**src/ubsv_pkg.sv**
```systemverilog
// Shared types, constants and helpers for the UTF-8 / BOM stream validator.
package ubsv_pkg;

  localparam int unsigned CountW           = 23;
  localparam int unsigned MaxSampleDefault = 4194304;
  localparam logic [CountW-1:0] SampleLimitReset = 23'h400000;

  // APB: one 32-bit register, byte addressed
  localparam int unsigned RegAddrW = 3;
  localparam int unsigned RegDataW = 32;

  // Front-to-back beat queue
  localparam int unsigned QDepth = 2;
  localparam int unsigned QPtrW  = (QDepth > 1) ? $clog2(QDepth) : 1;
  localparam int unsigned QCntW  = $clog2(QDepth + 1);

  // Byte values of the UTF-8 rules
  localparam logic [7:0] ByteAsciiTop = 8'h80;
  localparam logic [7:0] ByteLead2Lo  = 8'hC2;
  localparam logic [7:0] ByteLead2Hi  = 8'hDF;
  localparam logic [7:0] ByteLead3Lo  = 8'hE0;
  localparam logic [7:0] ByteLead3Hi  = 8'hEF;
  localparam logic [7:0] ByteLead4Lo  = 8'hF0;
  localparam logic [7:0] ByteLead4Hi  = 8'hF4;
  localparam logic [7:0] ByteContLo   = 8'h80;
  localparam logic [7:0] ByteContHi   = 8'hBF;
  localparam logic [7:0] ByteE0Min    = 8'hA0;
  localparam logic [7:0] ByteSurrLead = 8'hED;
  localparam logic [7:0] ByteSurrMin  = 8'hA0;
  localparam logic [7:0] ByteF0Min    = 8'h90;
  localparam logic [7:0] ByteF4Max    = 8'h8F;

  // BOM byte values
  localparam logic [7:0] BomEf = 8'hEF;
  localparam logic [7:0] BomBb = 8'hBB;
  localparam logic [7:0] BomBf = 8'hBF;
  localparam logic [7:0] BomFf = 8'hFF;
  localparam logic [7:0] BomFe = 8'hFE;

  localparam logic [1:0] BomLenNone  = 2'd0;
  localparam logic [1:0] BomLenUtf16 = 2'd2;
  localparam logic [1:0] BomLenUtf8  = 2'd3;

  typedef enum logic [1:0] {
    BOM_NONE,
    BOM_UTF8,
    BOM_UTF16LE,
    BOM_UTF16BE
  } bom_kind_e;

  typedef enum logic [2:0] {
    ENC_UNKNOWN     = 3'd0,
    ENC_UTF8_BOM    = 3'd1,
    ENC_UTF16LE_BOM = 3'd2,
    ENC_UTF16BE_BOM = 3'd3,
    ENC_UTF8        = 3'd4
  } enc_class_e;

  typedef enum logic [0:0] {
    REG_SAMPLE_LIMIT = 1'b0
  } reg_index_e;

  // One classified beat handed from front to back
  typedef struct packed {
    logic [7:0]        data;
    logic              examine;  // byte lies inside the sample
    logic              last;     // closes the buffer
    logic [CountW-1:0] seen;     // examined bytes, valid on last
    bom_kind_e         bom;      // BOM found in the head, valid on last
  } beat_t;

  // Continuation bytes a lead byte asks for; 0 = not a lead
  function automatic logic [1:0] lead_need(input logic [7:0] c);
    logic [1:0] n;
    n = 2'd0;
    if (c >= ByteLead2Lo && c <= ByteLead2Hi) n = 2'd1;
    else if (c >= ByteLead3Lo && c <= ByteLead3Hi) n = 2'd2;
    else if (c >= ByteLead4Lo && c <= ByteLead4Hi) n = 2'd3;
    return n;
  endfunction

  function automatic logic is_cont(input logic [7:0] c);
    return (c >= ByteContLo) && (c <= ByteContHi);
  endfunction

  function automatic logic [1:0] bom_len(input bom_kind_e k);
    logic [1:0] l;
    unique case (k)
      BOM_UTF8:                 l = BomLenUtf8;
      BOM_UTF16LE, BOM_UTF16BE: l = BomLenUtf16;
      default:                  l = BomLenNone;
    endcase
    return l;
  endfunction

endpackage

```
**src/ubsv_front.sv**
```systemverilog
// Front end: sample window, head capture and BOM classification per beat.
module ubsv_front #(
  parameter int unsigned MAX_SAMPLE = ubsv_pkg::MaxSampleDefault
) (
  input  logic                        clk_i,
  input  logic                        rst_ni,
  input  logic [ubsv_pkg::CountW-1:0] sample_limit_i,
  input  logic [7:0]                  data_byte_i,
  input  logic                        end_of_buffer_i,
  input  logic                        accept_i,
  output ubsv_pkg::beat_t             beat_o
);

  localparam int unsigned W = ubsv_pkg::CountW;
  localparam logic [W-1:0] MaxLim =
    (64'(MAX_SAMPLE) >= (64'd1 << W)) ? {W{1'b1}} : W'(MAX_SAMPLE);

  logic [W-1:0] seen_q, seen_d, seen_next, lim_eff;
  logic [7:0]   head_q [3];
  logic [7:0]   head_d [3];
  logic [7:0]   head_next [3];
  logic         examine;
  ubsv_pkg::bom_kind_e bom;

  always_comb begin
    if (sample_limit_i == '0) begin
      lim_eff = W'(1);
    end else if (sample_limit_i > MaxLim) begin
      lim_eff = MaxLim;
    end else begin
      lim_eff = sample_limit_i;
    end
    examine   = seen_q < lim_eff;
    seen_next = examine ? seen_q + W'(1) : seen_q;
    head_next = head_q;
    if (examine && seen_q < W'(3)) begin
      head_next[seen_q[1:0]] = data_byte_i;
    end

    priority if (seen_next >= W'(3) && head_next[0] == ubsv_pkg::BomEf &&
                 head_next[1] == ubsv_pkg::BomBb && head_next[2] == ubsv_pkg::BomBf) begin
      bom = ubsv_pkg::BOM_UTF8;
    end else if (seen_next >= W'(2) && head_next[0] == ubsv_pkg::BomFf &&
                 head_next[1] == ubsv_pkg::BomFe) begin
      bom = ubsv_pkg::BOM_UTF16LE;
    end else if (seen_next >= W'(2) && head_next[0] == ubsv_pkg::BomFe &&
                 head_next[1] == ubsv_pkg::BomFf) begin
      bom = ubsv_pkg::BOM_UTF16BE;
    end else begin
      bom = ubsv_pkg::BOM_NONE;
    end

    beat_o.data    = data_byte_i;
    beat_o.examine = examine;
    beat_o.last    = end_of_buffer_i;
    beat_o.seen    = seen_next;
    beat_o.bom     = bom;

    seen_d = seen_q;
    head_d = head_q;
    if (accept_i) begin
      if (end_of_buffer_i) begin
        seen_d = '0;
        head_d = '{default: 8'h00};
      end else begin
        seen_d = seen_next;
        head_d = head_next;
      end
    end
  end

  always_ff @(posedge clk_i or negedge rst_ni) begin
    if (!rst_ni) begin
      seen_q <= '0;
      head_q <= '{default: 8'h00};
    end else begin
      seen_q <= seen_d;
      head_q <= head_d;
    end
  end

endmodule

```
**src/ubsv_fifo.sv**
```systemverilog
// Small beat queue between front and back end.
module ubsv_fifo (
  input  logic            clk_i,
  input  logic            rst_ni,
  input  logic            push_i,
  input  ubsv_pkg::beat_t push_beat_i,
  output logic            ready_o,
  output logic            valid_o,
  output ubsv_pkg::beat_t beat_o,
  input  logic            pop_i
);

  localparam int unsigned PW = ubsv_pkg::QPtrW;
  localparam int unsigned CW = ubsv_pkg::QCntW;

  ubsv_pkg::beat_t mem_q [ubsv_pkg::QDepth];
  logic [PW-1:0] wr_ptr_q, wr_ptr_d, rd_ptr_q, rd_ptr_d;
  logic [CW-1:0] cnt_q, cnt_d;
  logic          do_push, do_pop;

  function automatic logic [PW-1:0] ptr_inc(input logic [PW-1:0] p);
    return (p == PW'(ubsv_pkg::QDepth - 1)) ? '0 : p + PW'(1);
  endfunction

  assign ready_o = cnt_q != CW'(ubsv_pkg::QDepth);
  assign valid_o = cnt_q != '0;
  assign beat_o  = mem_q[rd_ptr_q];
  assign do_push = push_i && ready_o;
  assign do_pop  = pop_i && valid_o;

  always_comb begin
    wr_ptr_d = do_push ? ptr_inc(wr_ptr_q) : wr_ptr_q;
    rd_ptr_d = do_pop ? ptr_inc(rd_ptr_q) : rd_ptr_q;
    cnt_d    = cnt_q + CW'(do_push) - CW'(do_pop);
  end

  always_ff @(posedge clk_i or negedge rst_ni) begin
    if (!rst_ni) begin
      wr_ptr_q <= '0;
      rd_ptr_q <= '0;
      cnt_q    <= '0;
    end else begin
      wr_ptr_q <= wr_ptr_d;
      rd_ptr_q <= rd_ptr_d;
      cnt_q    <= cnt_d;
    end
  end

  always_ff @(posedge clk_i) begin
    if (do_push) begin
      mem_q[wr_ptr_q] <= push_beat_i;
    end
  end

endmodule

```
**src/ubsv_back.sv**
```systemverilog
// Back end: UTF-8 sequence checker with replay, invalid count and result register.
module ubsv_back (
  input  logic                        clk_i,
  input  logic                        rst_ni,
  input  logic                        q_valid_i,
  input  ubsv_pkg::beat_t             q_beat_i,
  output logic                        q_pop_o,
  output logic                        out_valid_o,
  input  logic                        out_ready_i,
  output logic [2:0]                  encoding_class_o,
  output logic [1:0]                  bom_length_o,
  output logic [ubsv_pkg::CountW-1:0] invalid_count_o,
  output logic                        strict_valid_o
);

  localparam int unsigned W  = ubsv_pkg::CountW;
  localparam int unsigned PW = W + 7;  // room for count * 100

  // pending sequence: lead plus up to two continuation bytes
  logic [7:0] pend_q [3];
  logic [7:0] pend_d [3];
  logic [1:0] need_q, need_d, fill_q, fill_d;
  // replay queue for bytes after a failed lead
  logic [7:0] rq_q [3];
  logic [7:0] rq_d [3];
  logic [1:0] rqn_q, rqn_d;
  logic [W-1:0] bad_q, bad_d;
  logic closing_q, closing_d;
  logic [W-1:0] cl_seen_q, cl_seen_d;
  ubsv_pkg::bom_kind_e cl_bom_q, cl_bom_d;
  logic out_valid_q, out_valid_d;
  ubsv_pkg::enc_class_e cls_q, cls_d;
  logic [1:0] bom_len_q, bom_len_d;
  logic [W-1:0] cnt_q, cnt_d;

  logic use_rq, take_q, step, complete, ok, bad_inc, do_close;
  logic [7:0] c, c1, lead;
  logic [1:0] cneed;
  logic [7:0] tail [3];
  logic [7:0] rest [2];
  logic [1:0] rest_n;
  logic [W-1:0] bad_fin;
  logic [PW-1:0] prod, thresh;

  always_comb begin
    use_rq   = rqn_q != 2'd0;
    take_q   = !use_rq && !closing_q && q_valid_i;
    step     = use_rq || (take_q && q_beat_i.examine);
    c        = use_rq ? rq_q[0] : q_beat_i.data;
    q_pop_o  = take_q;
    cneed    = ubsv_pkg::lead_need(c);
    lead     = pend_q[0];
    c1       = pend_q[1];
    complete = (fill_q != 2'd0) && (fill_q == need_q);

    ok = ubsv_pkg::is_cont(c);
    if (need_q >= 2'd2 && !ubsv_pkg::is_cont(pend_q[1])) ok = 1'b0;
    if (need_q == 2'd3 && !ubsv_pkg::is_cont(pend_q[2])) ok = 1'b0;
    if (need_q == 2'd2 && lead == ubsv_pkg::ByteLead3Lo && c1 < ubsv_pkg::ByteE0Min)
      ok = 1'b0;
    if (need_q == 2'd2 && lead == ubsv_pkg::ByteSurrLead && c1 >= ubsv_pkg::ByteSurrMin)
      ok = 1'b0;
    if (need_q == 2'd3 && lead == ubsv_pkg::ByteLead4Lo && c1 < ubsv_pkg::ByteF0Min)
      ok = 1'b0;
    if (need_q == 2'd3 && lead == ubsv_pkg::ByteLead4Hi && c1 > ubsv_pkg::ByteF4Max)
      ok = 1'b0;

    // bytes after the failed lead, the just-arrived byte being the last of them
    tail[0] = (need_q == 2'd1) ? c : pend_q[1];
    tail[1] = (need_q == 2'd2) ? c : pend_q[2];
    tail[2] = c;
    rest[0] = rq_q[1];
    rest[1] = rq_q[2];
    rest_n  = use_rq ? rqn_q - 2'd1 : 2'd0;

    pend_d    = pend_q;
    need_d    = need_q;
    fill_d    = fill_q;
    rq_d      = rq_q;
    rqn_d     = rqn_q;
    bad_inc   = 1'b0;
    closing_d = closing_q;
    cl_seen_d = cl_seen_q;
    cl_bom_d  = cl_bom_q;

    if (use_rq) begin
      rq_d[0] = rq_q[1];
      rq_d[1] = rq_q[2];
      rqn_d   = rest_n;
    end

    if (step) begin
      if (fill_q == 2'd0) begin
        if (c >= ubsv_pkg::ByteAsciiTop) begin
          if (cneed == 2'd0) begin
            bad_inc = 1'b1;
          end else begin
            pend_d[0] = c;
            need_d    = cneed;
            fill_d    = 2'd1;
          end
        end
      end else if (!complete) begin
        pend_d[fill_q] = c;
        fill_d         = fill_q + 2'd1;
      end else begin
        fill_d = 2'd0;
        if (!ok) begin
          bad_inc = 1'b1;
          rq_d[0] = tail[0];
          rq_d[1] = (need_q >= 2'd2) ? tail[1] : rest[0];
          rq_d[2] = (need_q == 2'd3) ? tail[2] :
                    ((need_q == 2'd2) ? rest[0] : rest[1]);
          rqn_d   = need_q + rest_n;
        end
      end
    end

    if (take_q && q_beat_i.last) begin
      closing_d = 1'b1;
      cl_seen_d = q_beat_i.seen;
      cl_bom_d  = q_beat_i.bom;
    end

    bad_d = (bad_inc && bad_q != {W{1'b1}}) ? bad_q + W'(1) : bad_q;

    // close: a cut-off sequence counts once, then classify
    do_close = closing_q && !use_rq && (!out_valid_q || out_ready_i);
    bad_fin  = (fill_q != 2'd0 && bad_q != {W{1'b1}}) ? bad_q + W'(1) : bad_q;
    prod     = {1'b0, bad_fin, 6'b0} + {2'b0, bad_fin, 5'b0} + {5'b0, bad_fin, 2'b0};
    thresh   = {9'b0, cl_seen_q[W-1:2]} + PW'(1);

    out_valid_d = out_valid_q && !out_ready_i;
    cls_d       = cls_q;
    bom_len_d   = bom_len_q;
    cnt_d       = cnt_q;
    if (do_close) begin
      out_valid_d = 1'b1;
      cnt_d       = bad_fin;
      bom_len_d   = ubsv_pkg::bom_len(cl_bom_q);
      unique case (cl_bom_q)
        ubsv_pkg::BOM_UTF8:    cls_d = ubsv_pkg::ENC_UTF8_BOM;
        ubsv_pkg::BOM_UTF16LE: cls_d = ubsv_pkg::ENC_UTF16LE_BOM;
        ubsv_pkg::BOM_UTF16BE: cls_d = ubsv_pkg::ENC_UTF16BE_BOM;
        default: cls_d = (prod < thresh) ? ubsv_pkg::ENC_UTF8 : ubsv_pkg::ENC_UNKNOWN;
      endcase
      bad_d     = '0;
      fill_d    = 2'd0;
      closing_d = 1'b0;
    end
  end

  always_ff @(posedge clk_i or negedge rst_ni) begin
    if (!rst_ni) begin
      need_q      <= 2'd0;
      fill_q      <= 2'd0;
      rqn_q       <= 2'd0;
      bad_q       <= '0;
      closing_q   <= 1'b0;
      out_valid_q <= 1'b0;
    end else begin
      need_q      <= need_d;
      fill_q      <= fill_d;
      rqn_q       <= rqn_d;
      bad_q       <= bad_d;
      closing_q   <= closing_d;
      out_valid_q <= out_valid_d;
    end
  end

  always_ff @(posedge clk_i) begin
    pend_q    <= pend_d;
    rq_q      <= rq_d;
    cl_seen_q <= cl_seen_d;
    cl_bom_q  <= cl_bom_d;
    cls_q     <= cls_d;
    bom_len_q <= bom_len_d;
    cnt_q     <= cnt_d;
  end

  assign out_valid_o      = out_valid_q;
  assign encoding_class_o = cls_q;
  assign bom_length_o     = bom_len_q;
  assign invalid_count_o  = cnt_q;
  assign strict_valid_o   = cnt_q == '0;

endmodule

```
**src/utf8_bom_stream_validator_unit.sv**
```systemverilog
// Top level of the UTF-8 / BOM stream validator: APB register, front end, queue, back end.
// Throughput: one byte beat per cycle while the queue has room; a failed multi-byte sequence
//   queues up to three bytes for replay, and each buffer end adds a close step in the back end.
// Result path: the last input beat passes the queue, the back end's closing flag and the output
//   register, behind any beats queued ahead of it and any replay due; the register holds it until taken.
// Reset: rst_ni (async, active low) clears per-buffer state and sets sample_limit to 4194304.
module utf8_bom_stream_validator_unit #(
  parameter int unsigned MAX_SAMPLE = ubsv_pkg::MaxSampleDefault
) (
  input  logic                          clk_i,
  input  logic                          rst_ni,
  // input byte channel
  input  logic                          in_valid_i,
  output logic                          in_ready_o,
  input  logic [7:0]                    data_byte_i,
  input  logic                          end_of_buffer_i,
  // result channel
  output logic                          out_valid_o,
  input  logic                          out_ready_i,
  output logic [2:0]                    encoding_class_o,
  output logic [1:0]                    bom_length_o,
  output logic [ubsv_pkg::CountW-1:0]   invalid_count_o,
  output logic                          strict_valid_o,
  // APB configuration port
  input  logic                          psel,
  input  logic                          penable,
  input  logic                          pwrite,
  input  logic [ubsv_pkg::RegAddrW-1:0] paddr,
  input  logic [ubsv_pkg::RegDataW-1:0] pwdata,
  output logic [ubsv_pkg::RegDataW-1:0] prdata,
  output logic                          pready
);

  localparam int unsigned W = ubsv_pkg::CountW;

  logic [W-1:0]         sample_limit_q, sample_limit_d;
  ubsv_pkg::reg_index_e reg_idx;
  logic                 reg_wr;
  logic                 in_accept;
  ubsv_pkg::beat_t      front_beat, q_beat;
  logic                 q_valid, q_ready, q_pop;

  // ---- configuration register ----
  // Register index comes from the word address; low byte-lane bits are ignored.
  assign reg_idx = ubsv_pkg::reg_index_e'(paddr[ubsv_pkg::RegAddrW-1]);
  assign reg_wr  = psel && penable && pwrite && pready;
  assign pready  = 1'b1;

  always_comb begin
    sample_limit_d = sample_limit_q;
    prdata         = '0;
    unique case (reg_idx)
      ubsv_pkg::REG_SAMPLE_LIMIT: begin
        prdata = {{(ubsv_pkg::RegDataW - W){1'b0}}, sample_limit_q};
        if (reg_wr) sample_limit_d = pwdata[W-1:0];
      end
      default: prdata = '0;
    endcase
  end

  always_ff @(posedge clk_i or negedge rst_ni) begin
    if (!rst_ni) begin
      sample_limit_q <= ubsv_pkg::SampleLimitReset;
    end else begin
      sample_limit_q <= sample_limit_d;
    end
  end

  // ---- front: sample window and BOM check; takes a beat whenever the queue has room ----
  assign in_ready_o = q_ready;
  assign in_accept  = in_valid_i && q_ready;

  ubsv_front #(
    .MAX_SAMPLE(MAX_SAMPLE)
  ) u_front (
    .clk_i          (clk_i),
    .rst_ni         (rst_ni),
    .sample_limit_i (sample_limit_q),
    .data_byte_i    (data_byte_i),
    .end_of_buffer_i(end_of_buffer_i),
    .accept_i       (in_accept),
    .beat_o         (front_beat)
  );

  // ---- queue: lets the front keep taking beats while the back replays or waits ----
  ubsv_fifo u_fifo (
    .clk_i      (clk_i),
    .rst_ni     (rst_ni),
    .push_i     (in_accept),
    .push_beat_i(front_beat),
    .ready_o    (q_ready),
    .valid_o    (q_valid),
    .beat_o     (q_beat),
    .pop_i      (q_pop)
  );

  // ---- back: sequence checking, replay, counting and the result register ----
  ubsv_back u_back (
    .clk_i           (clk_i),
    .rst_ni          (rst_ni),
    .q_valid_i       (q_valid),
    .q_beat_i        (q_beat),
    .q_pop_o         (q_pop),
    .out_valid_o     (out_valid_o),
    .out_ready_i     (out_ready_i),
    .encoding_class_o(encoding_class_o),
    .bom_length_o    (bom_length_o),
    .invalid_count_o (invalid_count_o),
    .strict_valid_o  (strict_valid_o)
  );

endmodule

```
**config.mk**
```make
export PLATFORM = sky130hd
export DESIGN_NAME = utf8_bom_stream_validator_unit
export DESIGN_NICKNAME = d
export VERILOG_FILES = /design/src/ubsv_pkg.sv /design/src/ubsv_front.sv /design/src/ubsv_fifo.sv /design/src/ubsv_back.sv /design/src/utf8_bom_stream_validator_unit.sv
export SDC_FILE = /design/constraint.sdc
export NUM_CORES = 1
export LEC_CHECK = 0
export ABC_CLOCK_PERIOD_IN_PS = 7590
export BUFFER_PORTS_ARGS = -buffer_cell sky130_fd_sc_hd__buf_4
export CAP_MARGIN = 25
export CORE_ASPECT_RATIO = 1.25
export CORE_MARGIN = 2
export CORE_UTILIZATION = 46
export DETAILED_ROUTE_END_ITERATION = 6
export GPL_TIMING_DRIVEN = 0
export SETUP_SLACK_MARGIN = 0.3
export SLEW_MARGIN = 25
export SYNTH_ARGS = -nofsm -noshare
export SYNTH_HDL_FRONTEND = slang
export SYNTH_SLANG_ARGS = --single-unit
```
**constraint.sdc**
```tcl
create_clock -name clk_i -period 7.59 [get_ports clk_i]
set_clock_uncertainty 0.15 [all_clocks]
set_input_delay 0.3795 -clock clk_i [delete_from_list [all_inputs] [get_ports clk_i]]
set_output_delay 0.3795 -clock clk_i [all_outputs]
set_load 0.01 [all_outputs]
```
-- Yosys cells after proc, flatten, opt, wreduce, memory -nomap -nowiden
Memories as Yosys holds them, arrays and structs flattened.
Index checks and enable logic that the tools add are counted.
- bits in registers: 206
- RAM bits: 70
- input bits: 51
- output and inout bits: 64
- word-level logic and storage cells: 236
- memories kept: 1
- memories (name ; words ; bits a word ; read ports ; clocked after memory_dff ; wr ports ; line ; source):
    u_fifo.mem_q ; 2 ; 35 ; 1 ; 0 ; 1 ; ubsv_fifo.sv:16 ; ubsv_pkg::beat_t mem_q [ubsv_pkg::QDepth];
- add/sub/neg operators: 12
- order comparisons: 27
- equality and inequality tests: 26
- mux-type cells: 71
- bitwise gates (word level): 7
- reduce and logical (&&, ||, !) cells: 67
- operators by type and width (operator ; number):
    two-way mux 23 bit ; 8
    two-way mux 24 bit ; 7
    equality test 8 bit, second input constant ; 11
    two-way mux 8 bit ; 11
    >= comparator 8 bit, second input constant ; 7
    bitwise mux 24 bit ; 2
    <= comparator 8 bit, second input constant ; 6
    adder 23 x 1 -> 23 bit, second input constant ; 2
    >= comparator 23 x 2 -> 1 bit, second input constant ; 2
    zero test 23 bit ; 2
    logical AND 1 bit ; 41
    two-way mux 2 bit ; 18
    demux 8 bit (select 2 bit) ; 2
    adder 29 x 28 -> 30 bit ; 1
    adder 30 x 25 -> 30 bit ; 1
    less-than comparator 30 bit ; 1
    greater-than comparator 23 bit, second input constant ; 1
    less-than comparator 23 x 2 -> 1 bit, second input constant ; 1
    less-than comparator 23 bit ; 1
    != test 23 bit, second input constant ; 1
    adder 21 x 1 -> 22 bit, second input constant ; 1
    two-way mux 1 bit ; 19
    less-than comparator 8 bit, second input constant ; 2
    two-way mux 16 bit ; 1
    32 further kinds ; 61

-- Logic depth before layout (Yosys ltp)
Gate-level depths: netlist (run 1).
- depth in word-level cells: 17
- mapped depth: 31
- gate-level depth less buffers: 30

-- By module
Synthesis (run 1) repeated with hierarchy kept, for this count alone.
- cell total of the unflattened synthesis: 1502
- area total of the unflattened synthesis: 16240.6 um2
- modules (own cells, without submodules) (module ; times used ; cells an instance ; area an instance (um2) ; seq. area each (um2)):
    ubsv_back ; 1 ; 851 ; 8574.5 ; 3668.5
    ubsv_front ; 1 ; 433 ; 3713.6 ; 1176.1
    ubsv_fifo ; 1 ; 131 ; 2753.9 ; 2202.1
    utf8_bom_stream_validator_unit ; 1 ; 87 ; 1198.6 ; 576.8

-- Least setup slack after synthesis (run 1)
No wires, ideal clock.
- path type: register -> register
- start point: reg u_back.bad_q[0]
- end point: reg u_back.cls_q[2] (netlist: u_back.encoding_class_o[2]) (data pin)
- setup time: 207 ps
- data arrival time: 6162 ps
- required time: 7233 ps
- path slack: 1071 ps
- cell stages (with the launch flop): 30
- path buffers: 1
- period minus slack after synthesis: 6519 ps
- path through: dfrtp_1 ha_1 nand3_1 nor4_2 and3_1 nand3_1 nor2_1 nand2_1 nand2_1 buf_2 nor2_1 xnor2_1 inv_1 fa_1 ha_1 a21oi_1 o211ai_1 nand2_1 o311ai_0 o41ai_1 o21ba_2 xnor2_1 ha_1 a221oi_1 nand3_1 nor3_1 o221ai_1 a21oi_1 nand2_1 a2111oi_0
- cells in the longest elaborated chain, start to end: 8
- elaborated cells on any way between the ends: 9
- classes of those cells: add/sub (3); order compare (1); eq/ne (1); mux (3); reduce/logical (1)
- ends and longest elaborated chain (item ; line ; source):
    from (decl) ; ubsv_back.sv:27 ; logic [W-1:0] bad_q, bad_d;
    from (signal assigned) ; ubsv_back.sv:158 ; bad_q <= '0;
    from (signal assigned) ; ubsv_back.sv:165 ; bad_q <= bad_d;
    branches (longest 2 deep; another with adder 23 x 1 -> 23 bit) ; -- ;
    two-way mux 23 bit * ; ubsv_back.sv:129 ; bad_fin = (fill_q != 2'd0 && bad_q != {W{1'b1}}) ? bad_q + W'(1) : bad_q;
    via u_back.bad_fin[3] ; ubsv_back.sv:42 ; logic [W-1:0] bad_fin;
    adder 29 x 28 -> 30 bit ; ubsv_back.sv:130 ; prod = {1'b0, bad_fin, 6'b0} + {2'b0, bad_fin, 5'b0} + {5'b0, bad_fin, 2'b0};
    adder 30 x 25 -> 30 bit * ; ubsv_back.sv:130 ;
    less-than comparator 30 bit * ; ubsv_back.sv:145 ; default: cls_d = (prod < thresh) ? ubsv_pkg::ENC_UTF8 : ubsv_pkg::ENC_UNKNOWN;
    two-way mux 3 bit * ; ubsv_back.sv:145 ;
    one-hot mux 3 bit (3 select lines) * ; ubsv_back.sv:141 ; unique case (cl_bom_q)
    to (signal assigned) ; ubsv_back.sv:176 ; cls_q <= cls_d;
    to (decl) ; ubsv_back.sv:32 ; ubsv_pkg::enc_class_e cls_q, cls_d;
Mark *: on every way through the listed nets, which the timed path passes.
A chain may end at the register's enable or synchronous reset.

-- Final worst setup path (run 1)
Ends and elaborated chain as after synthesis.

==> results of run 1 <==
-- critical path, delay by kind of cell (launching register included) --
family,cells,cell delay (ps)
AOI/OAI and AO/OA,10,2470
adders and majority gates,5,1660
and+or+nand+nor,9,1050
xor gates and xnor gates,2,700
DFF,1,450
buffers and inverters,1,200
-- path summary, 6_finish.rpt --
check | startpoint | slack, ps | endpoint
max in group asynchronous | rst_ni | 6420 | sample_limit_q[22]$_DFFE_PN1P_
min in group clk_i | pwrite | 190 | sample_limit_q[0]$_DFFE_PN0P_
max | u_back.bad_q[0]$_DFFE_PN0P_ | 700 | u_back.encoding_class_o[2]$_SDFFCE_PP0P_
min | rst_ni | 130 | u_back.bad_q[3]$_DFFE_PN0P_
min reg2reg | u_back.rq_q[22]$_DFF_P_ | 340 | u_back.rq_q[22]$_DFF_P_
max reg2reg | u_back.bad_q[0]$_DFFE_PN0P_ | 700 | u_back.encoding_class_o[2]$_SDFFCE_PP0P_
-- sequential cells by signal, indices dropped and copies added, names as in the netlist --
signal,cells
u_back.invalid_count_o,23
u_back.cl_bom_q,2
u_back.rest,16
u_back.encoding_class_o,3
u_front.seen_q,23
u_back.fill_q,2
u_fifo.rd_ptr_q,1
u_back.lead,8
u_back.need_q,2
u_back.cl_seen_q,21
u_back.rqn_q,2
u_fifo.mem_q,66
u_front.head_q,24
u_fifo.wr_ptr_q,1
u_back.c1,8
u_back.out_valid_o,1
u_back.rq_q,8
u_back.closing_q,1
u_back.bad_q,23
u_fifo.cnt_q,2
sample_limit_q,23
u_back.bom_length_o,2
u_back.pend_q,8
-- per-stage QoR --
stage	hold WS [ps]	std cells	setup WS [ps]
after global routing	175	2172	309
after floorplan	-66.1	1554	1070
after CTS	144	2166	305
final	134	2172	702
after global placement	316	2076	-670
after detailed placement	149	2080	-612
-- per-layer routing --
metal	global-route usage	up-vias	part of all wire
li1	-	5940	-
met4	0.0713	0	0.026
met3	0.0228	61	0.043
met5	0	-	0
met2	0.394	348	0.52
met1	0.264	5828	0.41
-- layout by cell type, fill, tap and decap left out, types with 40 or more instances in the layout --
| cell | netlist | layout |
|---|---|---|
| nand2_1 | 181 | 179 |
| edfxtp_1 | 157 | 157 |
| inv_1 | 99 | 99 |
| ha_1 | 80 | 79 |
| mux2_2 | 57 | 57 |
| o21ai_0 | 80 | 79 |
| xnor2_1 | 42 | 40 |
| buf_4 | 12 | 111 |
| nor2_1 | 115 | 111 |
| clkbuf_1 | 39 | 40 |
| dfrtp_1 | 104 | 103 |
-- final cells by class --
| class | instances | area [sq um] | area share |
|---|---|---|---|
| Sequential cell | 270 | 7500 | 0.398 |
| Tap cell | 429 | 537 | 0.0285 |
| Buffer | 72 | 377 | 0.0200 |
| Timing Repair Buffer | 138 | 1190 | 0.0629 |
| Clock buffer | 33 | 749 | 0.0398 |
| Clock inverter | 18 | 216 | 0.0115 |
| Multi-Input combinational cell | 1112 | 7900 | 0.419 |
| Inverter | 100 | 375 | 0.0199 |
-- power by group through the flow --
stage | logic [mW] | registers (mW) | clock network (mW)
finish | 2.15 | 2.31 | 1.44
global route | 2.39 | 2.35 | 1.53
CTS | 2.16 | 2.31 | 1.47
detailed placement | 2.12 | 2.33 | 0
global placement | 2.04 | 2.33 | 0
floorplan | 1.44 | 2.29 | 0
-- kinds of logic (layout without fill, tap and decap cells) --
logic type,Yosys count,in the layout
fa+ha+maj,100,100
simple gates,538,538
xor+xnor,74,74
compound gates,313,313
other cells,2,10
flops,270,270
mux,77,77
buf+inv,172,361
-- what timing repair did --
item,CTS,global route
pin swaps,2,6
gates resized for setup,21,14
endpoints found under the hold margin,146,0
hold buffers,34,0
setup endpoints to repair,1,1
buffers inserted,1,6
==> metrics.cfg, run 1 <==
[run_status]
status=completed

[power_and_ir_drop]
power_switching_mw=2.14
ir_drop_mv=0.194
pwr-share-comb=0.364
p_total_mw=5.90
intPower_mw=3.76
p_per_area_nw_per_um2=313
p_clk_frac=0.245
seq_power_share=0.391
p_leak_nw=8.04
switching_share=0.362

[grt]
grt.total_usage=0.215
grt-ovfl-total=0
antenna_found_initial=0
grt_max_degree=63
grt_pass1_wl_um=62000
grt_pass1_vias=11831

[timing]
tns_ps=0
setup_violations=0
slew-limit-headroom=0.365
fin_crit_sh=0.908
final-hold-violation-count=0
max_freq_ghz=0.145
report.final.slew_viol_count=0
rsz0062_at_grt=false
min_period_ps=6890
worst_pin_slew_ps=945

[finish]
n_antenna_cell=0
nNetsFinal=1873
n_fill_cell=2979
syn2layout_area_growth_pct=18.4
postLayoutCoreUtil=0.551
drive_above_1_share=0.178
final_design_area_no_fill_sq_um=18800

[clock_network]
clock_sinks=270
clk_latency_ps=570
htree_levels=1
cts_root_buffer=clkbuf_16
cts_tree=yes
clkTransAtPathRegs_ps=60
cts_max_path_buffers=3
cts_buffers=28

[detailed_routing]
vias=12177
first_iter_violations=885
firstDrtPassIters=5
ant_nets=0
wl_per_cell_um=17.9
vias_per_cell=5.61
finalWirelength_um=38800
drcViolationCount=0

[synth]
synth_top_cell_by_area=edfxtp_1
syn_avg_cell_area_sq_um=10.3
synth_top_family_by_area=simple AND/OR/NAND/NOR gates
synth_area_sq_um=15900
yosysSeqAreaShare=0.472
synth_compound_area_frac=0.130
synthFlopType=edfxtp_1
synth_cells=1546
synthAdderAreaFrac=0.0881
synthArstFlopShare=0.389
yosysMostFrequentCell=nand2_1
synthSimpleGateAreaFrac=0.169
synth_edf_count=157
synth_area_leaders=edfxtp_1, dfrtp_1, ha_1
synth_top_area_share=0.296
ys_ff_latch=270
synth_xor_area_frac=0.0407
yosys_warnings=0
yosysUniqueCellTypes=86
synthMuxAreaShare=0.0537
netlist_top_cells_count=nand2_1, edfxtp_1, nor2_1

[critical_path]
path_class=register to register
reg2reg_depth=27
startpoint_type=register
crit_required_ps=7810
max_stage_delay_ps=550
cp_slowest_cell=xnor2_1
end_kind=register
critical_path_peak_fanout=6
worst_ep_arrival_time_ps=7110

[placed_design]
placedInstanceArea_sq_um=17300
place_congestion=0.925
detailed_place_hpwl_um=28400
port_buffers=93

[floorplan]
core-area_sq_um=34200
row_count=76
die_w_um=170
start_util=0.465
die_h_um=212
die-area_sq_um=36100
io_pins=115

[hold_path]
hold_path_class=primary input to asynchronous set/reset pin

[job]
drv_cap=0

Power figures use the tool's default switching activity.
==> run 2, diff against run 1 <==
--- a/config.mk
+++ b/config.mk
@@ -9,10 +9,8 @@
 export BUFFER_PORTS_ARGS = -buffer_cell sky130_fd_sc_hd__buf_4
 export CAP_MARGIN = 25
 export CORE_ASPECT_RATIO = 1.25
-export CORE_MARGIN = 2
-export CORE_UTILIZATION = 46
+export CORE_UTILIZATION = 35
 export DETAILED_ROUTE_END_ITERATION = 6
-export GPL_TIMING_DRIVEN = 0
 export SETUP_SLACK_MARGIN = 0.3
 export SLEW_MARGIN = 25
 export SYNTH_ARGS = -nofsm -noshare
==> run 2 against run 1 <==
  * The flow now finishes with violations (design-rule violations)
  * Routed wire length down 5.0%
  * Total power down 1.4%
  * Via count down 2.1%
  * Core utilization down 13 points
  * Setup slack better by 190 ps
  * Critical path type unchanged
==> metrics.cfg, run 2 (same netlist as run 1, synthesis figures left out) <==
[timing]
tns_ps=0  ; unchanged
fin_crit_sh=0.882  ; -0.0254
worst_pin_slew_ps=958  ; +12.5 ps
rsz0062_at_grt=false
setup_slack_ps=894  ; +193 ps
report.final.slew_viol_count=0  ; unchanged
slew-limit-headroom=0.359  ; -0.00585
setup_violations=0  ; unchanged
min_period_ps=6700  ; -193 ps
final-hold-violation-count=0  ; unchanged
max_freq_ghz=0.149  ; +2.9%

[hold_path]
hold_path_class=primary input to register
worstHoldStart=end_of_buffer_i

[floorplan]
die_w_um=193  ; +13%
die-area_sq_um=46300  ; +28%
core-area_sq_um=45000  ; +31%
start_util=0.354  ; -0.111
row_count=87  ; +14%
die_h_um=240  ; +13%
io_pins=115  ; unchanged

[critical_path]
end_kind=register
path_buf_inv=3  ; +2
r2r-start=u_back.bad_q[0]$_DFFE_PN0P_
startpoint=u_back.bad_q[0]$_DFFE_PN0P_
worst_ep_arrival_time_ps=6890  ; -220 ps
path_class=register to register
cp_top_family=compound AO/OA/AOI/OAI gates
cp_slowest_cell=xnor2_1
critical_path_peak_fanout=6  ; unchanged
startpoint_type=register
crit_required_ps=7790  ; -20 ps
max_stage_delay_ps=550  ; about the same

[clock_network]
cts_max_path_buffers=3  ; unchanged
cts_buffers=30  ; +7.1%
cts_tree=yes
cts_root_buffer=clkbuf_16
clk_latency_ps=580  ; about the same
clkTransAtPathRegs_ps=60  ; about the same
clock_sinks=270  ; unchanged
htree_levels=1  ; unchanged

[grt]
grt.total_usage=0.160  ; -0.0550
antenna_found_initial=0  ; unchanged
grt_pass1_vias=11772  ; -0.50%
grt_max_degree=67  ; +6.3%
grt-ovfl-total=0  ; unchanged
grt_pass1_wl_um=60200  ; -2.9%

[placed_design]
port_buffers=93  ; unchanged
place_ws_ps=254  ; +866 ps
place_congestion=0.889  ; -3.9%
detailed_place_hpwl_um=26100  ; -8.1%

[finish]
largestRegisters=u_fifo.mem_q: 66 flops, u_front.head_q: 24 flops
final_cell_mix=nand2_1, edfxtp_1, buf_4, nor2_1, dfrtp_1
n_antenna_cell=0  ; unchanged
drive_above_1_share=0.177  ; -0.000832
final_common_cell=nand2_1
syn2layout_area_growth_pct=17.9
largest_register_ffs=66  ; unchanged
largest_register=u_fifo.mem_q
nNetsFinal=1833  ; -2.1%

[detailed_routing]
finalWirelength_um=36800  ; -5.0%
vias=11923  ; -2.1%
vias_per_cell=5.22  ; -6.9%
firstDrtPassIters=7  ; +2
first_iter_violations=720  ; -19%
wl_per_cell_um=16.1  ; -9.7%
ant_nets=0  ; unchanged
drcViolationCount=11  ; +11

[run_status]
status=finished with violations
violations=design-rule violations

[power_and_ir_drop]
p_total_mw=5.82  ; -1.4%
ir_drop_mv=0.165  ; -15%
p_per_area_nw_per_um2=310  ; -0.93%
p_leak_nw=7.92  ; -1.5%

[job]
drv_cap=0  ; unchanged

-- run 2: cell type report --
class / count / area [sq um]
multi-input combinational: 1112 / 7770
sequential: 270 / 7500
clock buffer: 35 / 791
tap: 578 / 723
clock inverter: 21 / 228
timing repair buffer: 168 / 1370
fill: 4306 / 26200
inverter: 100 / 375
-- run 2: power by group --
group | total (mW) | switching [mW] | internal (mW)
Combinational | 1.99 | 1.21 | 0.782
Sequential | 2.32 | 0.253 | 2.06
Clock | 1.51 | 0.625 | 0.887
-- run 2: path summary, 6_finish.rpt --
check                      slack, ps                                        to  depth (start not counted)
setup / recovery                 890  u_back.encoding_class_o[2]$_SDFFCE_PP0P_                         29
hold / removal                   140             u_front.head_q[7]$_DFFE_PN0P_                          2
setup reg to reg                 890  u_back.encoding_class_o[2]$_SDFFCE_PP0P_                         29
hold reg to reg                  330                   u_back.rq_q[16]$_DFF_P_                          2
max in group asynchronous       5980             u_front.head_q[2]$_DFFE_PN0P_                          3
min in group asynchronous        230               u_back.bad_q[5]$_DFFE_PN0P_                          2
-- run 2: metrics by stage --
step	hold WS, ps	util	instances	instance area (sq um)
after floorplan	-66.1	-	1554	15900
after global placement	307	0.385	2191	17300
after detailed placement	314	0.385	2192	17300
after CTS	117	0.415	2281	18700
after global routing	136	0.417	2284	18800
final	138	0.417	2284	18800
-- run 2: timing repair --
item / in CTS / in global routing
hold buffers: 33 / 0
pin swaps: 0 / 3
resized for setup: 1 / 13
setup endpoints to repair: 1 / 1
hold endpoints to repair: 104 / 0
buffers inserted: 0 / 3
-- run 2: metal layers --
metal,part of all wire,global-route usage
met1,0.44,0.205
met2,0.49,0.276
met3,0.041,0.0184
met4,0.028,0.0573
met5,0,0
